### src/hdl/mtf_pkg.sv
// ----------------------------------------------------------------------------
// mtf_pkg: shared types for the min tracking fifo
// Word formats, operation and error codes, and the cell state and control
// records passed along the chain.
// ----------------------------------------------------------------------------
package mtf_pkg;

  localparam int unsigned VALUE_W       = 32;
  localparam int unsigned COUNT_FIELD_W = 11;

  typedef enum logic [1:0] {
    KIND_PUSH  = 2'd0,
    KIND_POP   = 2'd1,
    KIND_CLEAR = 2'd2,
    KIND_QUERY = 2'd3
  } kind_t;

  typedef enum logic [1:0] {
    ERR_NONE      = 2'd0,
    ERR_POP_EMPTY = 2'd1,
    ERR_PUSH_FULL = 2'd2
  } err_t;

  typedef struct packed {
    logic [1:0]                kind;
    logic signed [VALUE_W-1:0] push_value;
  } in_word_t;

  typedef struct packed {
    logic signed [VALUE_W-1:0] head_value;
    logic [COUNT_FIELD_W-1:0]  entry_count;
    logic signed [VALUE_W-1:0] smallest;
    logic                      is_empty;
    logic [1:0]                error_code;
  } out_word_t;

  // Contents of one cell: occupied flag, entry and minimum of it and all
  // younger entries.
  typedef struct packed {
    logic                      occ;
    logic signed [VALUE_W-1:0] value;
    logic signed [VALUE_W-1:0] min;
  } cell_state_t;

  // Broadcast to every cell in the cycle a word is taken.
  typedef struct packed {
    logic                      push;
    logic                      pop;
    logic                      clear;
    logic signed [VALUE_W-1:0] value;
  } cell_ctrl_t;

endpackage

### src/hdl/mtf_cell.sv
// ----------------------------------------------------------------------------
// mtf_cell: one storage cell of the min tracking fifo
// Holds one entry and the running minimum of it and every younger entry;
// takes its younger neighbor's contents on a pop.
// ----------------------------------------------------------------------------
module mtf_cell
  import mtf_pkg::*;
(
  input  logic        clk,
  input  logic        rst_n,
  input  cell_ctrl_t  ctrl,
  input  logic        older_occ,
  input  cell_state_t younger,
  output cell_state_t state
);

  logic                      occ_r, occ_nxt;
  logic signed [VALUE_W-1:0] value_r, value_nxt;
  logic signed [VALUE_W-1:0] min_r, min_nxt;

  always_comb begin
    occ_nxt   = occ_r;
    value_nxt = value_r;
    min_nxt   = min_r;
    if (ctrl.clear) begin
      occ_nxt = 1'b0;
    end else if (ctrl.pop) begin
      // shift toward the head
      occ_nxt   = younger.occ;
      value_nxt = younger.value;
      min_nxt   = younger.min;
    end else if (ctrl.push) begin
      if (occ_r) begin
        if (ctrl.value < min_r) begin
          min_nxt = ctrl.value;
        end
      end else if (older_occ) begin
        // first free cell: load the new entry
        occ_nxt   = 1'b1;
        value_nxt = ctrl.value;
        min_nxt   = ctrl.value;
      end
    end
  end

  always_ff @(posedge clk) begin
    if (!rst_n) begin
      occ_r <= 1'b0;
    end else begin
      occ_r <= occ_nxt;
    end
  end

  always_ff @(posedge clk) begin
    value_r <= value_nxt;
    min_r   <= min_nxt;
  end

  assign state = '{occ: occ_r, value: value_r, min: min_r};

endmodule

### config.mk
export PLATFORM = sky130hd
export DESIGN_NAME = mtf_cell
export DESIGN_NICKNAME = d
export VERILOG_FILES = /design/src/hdl/mtf_pkg.sv /design/src/hdl/mtf_cell.sv
export SDC_FILE = /design/constraint.sdc
export NUM_CORES = 1
export LEC_CHECK = 0
export BUFFER_PORTS_ARGS = -buffer_cell sky130_fd_sc_hd__buf_2
export CORE_ASPECT_RATIO = 1.4
export CORE_MARGIN = 2
export CORE_UTILIZATION = 42
export CTS_CLUSTER_SIZE = 24
export DETAILED_ROUTE_END_ITERATION = 10
export PLACE_DENSITY = 0.78
export SYNTH_ARGS = -nofsm -noshare
export SYNTH_HDL_FRONTEND = slang
export SYNTH_SLANG_ARGS = --single-unit
### constraint.sdc
create_clock -name clk -period 4.44 [get_ports clk]
set_input_delay 0.444 -clock clk [delete_from_list [all_inputs] [get_ports clk]]
set_output_delay 0.444 -clock clk [all_outputs]
set_load 0.01 [all_outputs]
==> flow_summary.ini <==
[run_status]
status = finished clean

[min_path]
hold_path.startpoint = ctrl[32]
hold_class = input port to register
hold_depth = 2
hold_end = occ_r$_SDFFE_PP0N_

[worst_setup_path]
crit_slowest_cell = edfxtp_1
critPathMaxFanout = 25
crit_chain = inv_1 > ha_1 > a21oi_1 > o21ai_0 > a221o_1 > a211o_1 > a311o_1 > nor3_4 > buf_12
endpoint_kind = register
worst-path-buf-inv = 2
crit_family = compound AO/OA/AOI/OAI gates
worst-r2r-cell-count = 9
reg2reg_slack_ns = 1.48
start_kind = register
cp_data_required_time_ns = 4.46
reg2reg_to = min_r[24]$_DFFE_PP_
timing.rr.start = min_r[21]$_DFFE_PP_
path_class = register to register
slowest_delay_ns = 0.39
critPathArrivalTime_ns = 2.98

[clock_tree]
ctsHoldBuffers = 0
root_buffer = clkbuf_16
clock-sinks = 65
clk_latency_ns = 0.32
cts_buffer_depth = 2
h-tree-depth = 3
post_cts_resize_count = 0
cts_setup_buffers = 0
clkTransAtPathRegs_ns = 0.05
cts_made_buffers = 9
cts_tree = built

[yosys]
syn_area_per_cell_um2 = 9.73
yosys_warnings = 0
synth_top_area_cell = edfxtp_1
synth_top_cell_area_share_pct = 54.7
synth-simple-area-share_pct = 23.3
yosysMostFrequentCell = nand2_1
synth_adder_area_share_pct = 11.0
ys_ff_latch = 65
synth_edf_count = 64
synth_async_sr_flop_share_pct = 0
ys_seq_area_share_pct = 55.3
synth_xor_area_share_pct = 0
synth_area_um2 = 3510
netlist_top_cells_area = edfxtp_1, nand2_1, ha_1, nand2b_1, inv_1
synth_compound_area_share_pct = 5.48
synth_top_family_by_area = simple AND/OR/NAND/NOR gates
syn_nets = 495
synthMuxAreaShare_pct = 0
yosysUniqueCellTypes = 25
yosys-top-cells-count = nand2_1, edfxtp_1, inv_1, nand2b_1, ha_1
syn-instance-count = 361
ys.flop_type = edfxtp_1

[floorplan]
core_um2 = 8150
die_h_um = 112
initial_core_util_pct = 43.1
rows = 39
die_w_um = 81.3
dieArea_um2 = 9120
io_pins = 168

[sta]
fin_worst_skew_ns = 0.00723
fin_crit_sh_pct = 66.7
maxSlewHeadroom_pct = 29.1
fin_setup_tns_ns = 0
fin_crit_ns = 2.96
rsz0062_at_grt = no
hold_viol_final = 0
worst_pin_slew_ns = 1.06
fmax_mhz = 338
drv_slew = 0
setup_viol = 0

[layout]
area_delta_synth_final_pct = 34.8
fin_area_um2 = 4730
nets = 663
drive_gt1_share_pct = 34.3
post-route-util_pct = 58.1

[global_routing]
grt_start_max_net_pins = 99
antenna_found_initial = 2
grtUsageTotal_pct = 19.8
grt_first_pass_wirelength_um = 13600
overflow = 0
grt_pass1_vias = 3033

[routing]
met2_wirelength_um = 4570
ant_nets = 0
drt_iter0_markers = 99
num_vias = 3031
maxUsedRoutingLayer = met4
wl_met3_um = 639
drc = 0
routed_via_density = 4.75
first_pass_iters = 5
routedWlPerCell_um = 13.6
wl_um = 8710
wl_met1_um = 3370

[power_and_ir_drop]
leakage_uw = 0.00243
powerDensity_nw_per_um2 = 338
irDropWorstVdd_mv = 0.270
total_power_uw = 1600

[placed_design]
numPortBuffers = 167
gp_congestion = 0.807
dpl-instance-area_um2 = 4470
hpwl_um = 6620

[flow_run]
maxCapViolations = 0
-- placed cells by master (no fill, tap or decap), types with 2 or more instances in the layout --
cell type / instances
clkinv_1: 2
a21oi_1: 16
nor2_1: 5
a2111oi_0: 2
a21o_1: 2
nand4_1: 6
buf_2: 167
clkbuf_1: 2
diode_2: 2
ha_1: 31
inv_1: 33
nand3_1: 3
clkbuf_16: 9
clkinv_2: 3
nand2_1: 135
nor4_1: 2
o21ai_0: 6
edfxtp_1: 64
nand2b_1: 33
-- flip-flops by register name, indices dropped and copies added (netlist names) --
register  cells
occ_r         1
value_r      32
min_r        32
-- report_power, final --
| group | switching [uW] | internal [uW] | total (uW) |
|---|---|---|---|
| registers | 12.9 | 724 | 737 |
| clock network | 241 | 371 | 611 |
| logic | 143 | 110 | 253 |
-- cells by family (layout without fill, tap and decap cells) --
logic type	Yosys count	in the layout
AND/OR/NAND/NOR	188	188
adder cells (fa/ha/maj)	31	31
other	0	2
AO/OA/AOI/OAI	32	32
buffers and inverters	45	218
flip-flops	65	65
-- metrics by stage --
| stage | setup slack (ns) | hold slack (ns) | cells |
|---|---|---|---|
| 6_report | 1.48 | 0.353 | 638 |
| 5_1_grt | 1.32 | 0.355 | 637 |
| 4_1_cts | 1.43 | 0.337 | 636 |
| 3_5_place_dp | 1.27 | 0.683 | 620 |
| 3_3_place_gp | 1.35 | 0.682 | 620 |
| 2_1_floorplan | 0.903 | 0.520 | 361 |
-- layer usage --
layer  vias to the layer above  global-route usage [%]
met3                        10                    6.43
met4                         0                    8.02
met2                       116                    34.6
met1                      1357                    21.6
met5                         -                       0
li1                       1548                       -
-- cell type report --
type                       count  area, um2
antenna                        2       5.00
clock buffer                  11        233
clock inverter                 5       22.5
fill                         725       3410
inverter                      33        124
multi-input combinational    251       1420
sequential                    65       1940
tap                          102        128
timing repair buffer         169        863
-- worst max path at each step --
stage                             start                   to  slack (ns)  cells past startpoint
finish              min_r[21]$_DFFE_PP_  min_r[24]$_DFFE_PP_        1.48                      9
global route        min_r[23]$_DFFE_PP_  min_r[17]$_DFFE_PP_        1.32                      9
CTS                 min_r[21]$_DFFE_PP_  min_r[23]$_DFFE_PP_        1.43                      9
detailed placement             ctrl[23]  min_r[20]$_DFFE_PP_        1.27                      9
global placement               ctrl[21]  min_r[18]$_DFFE_PP_        1.35                      9
floorplan                      ctrl[30]   min_r[0]$_DFFE_PP_        0.90                      7
Power figures use the tool's default switching activity.
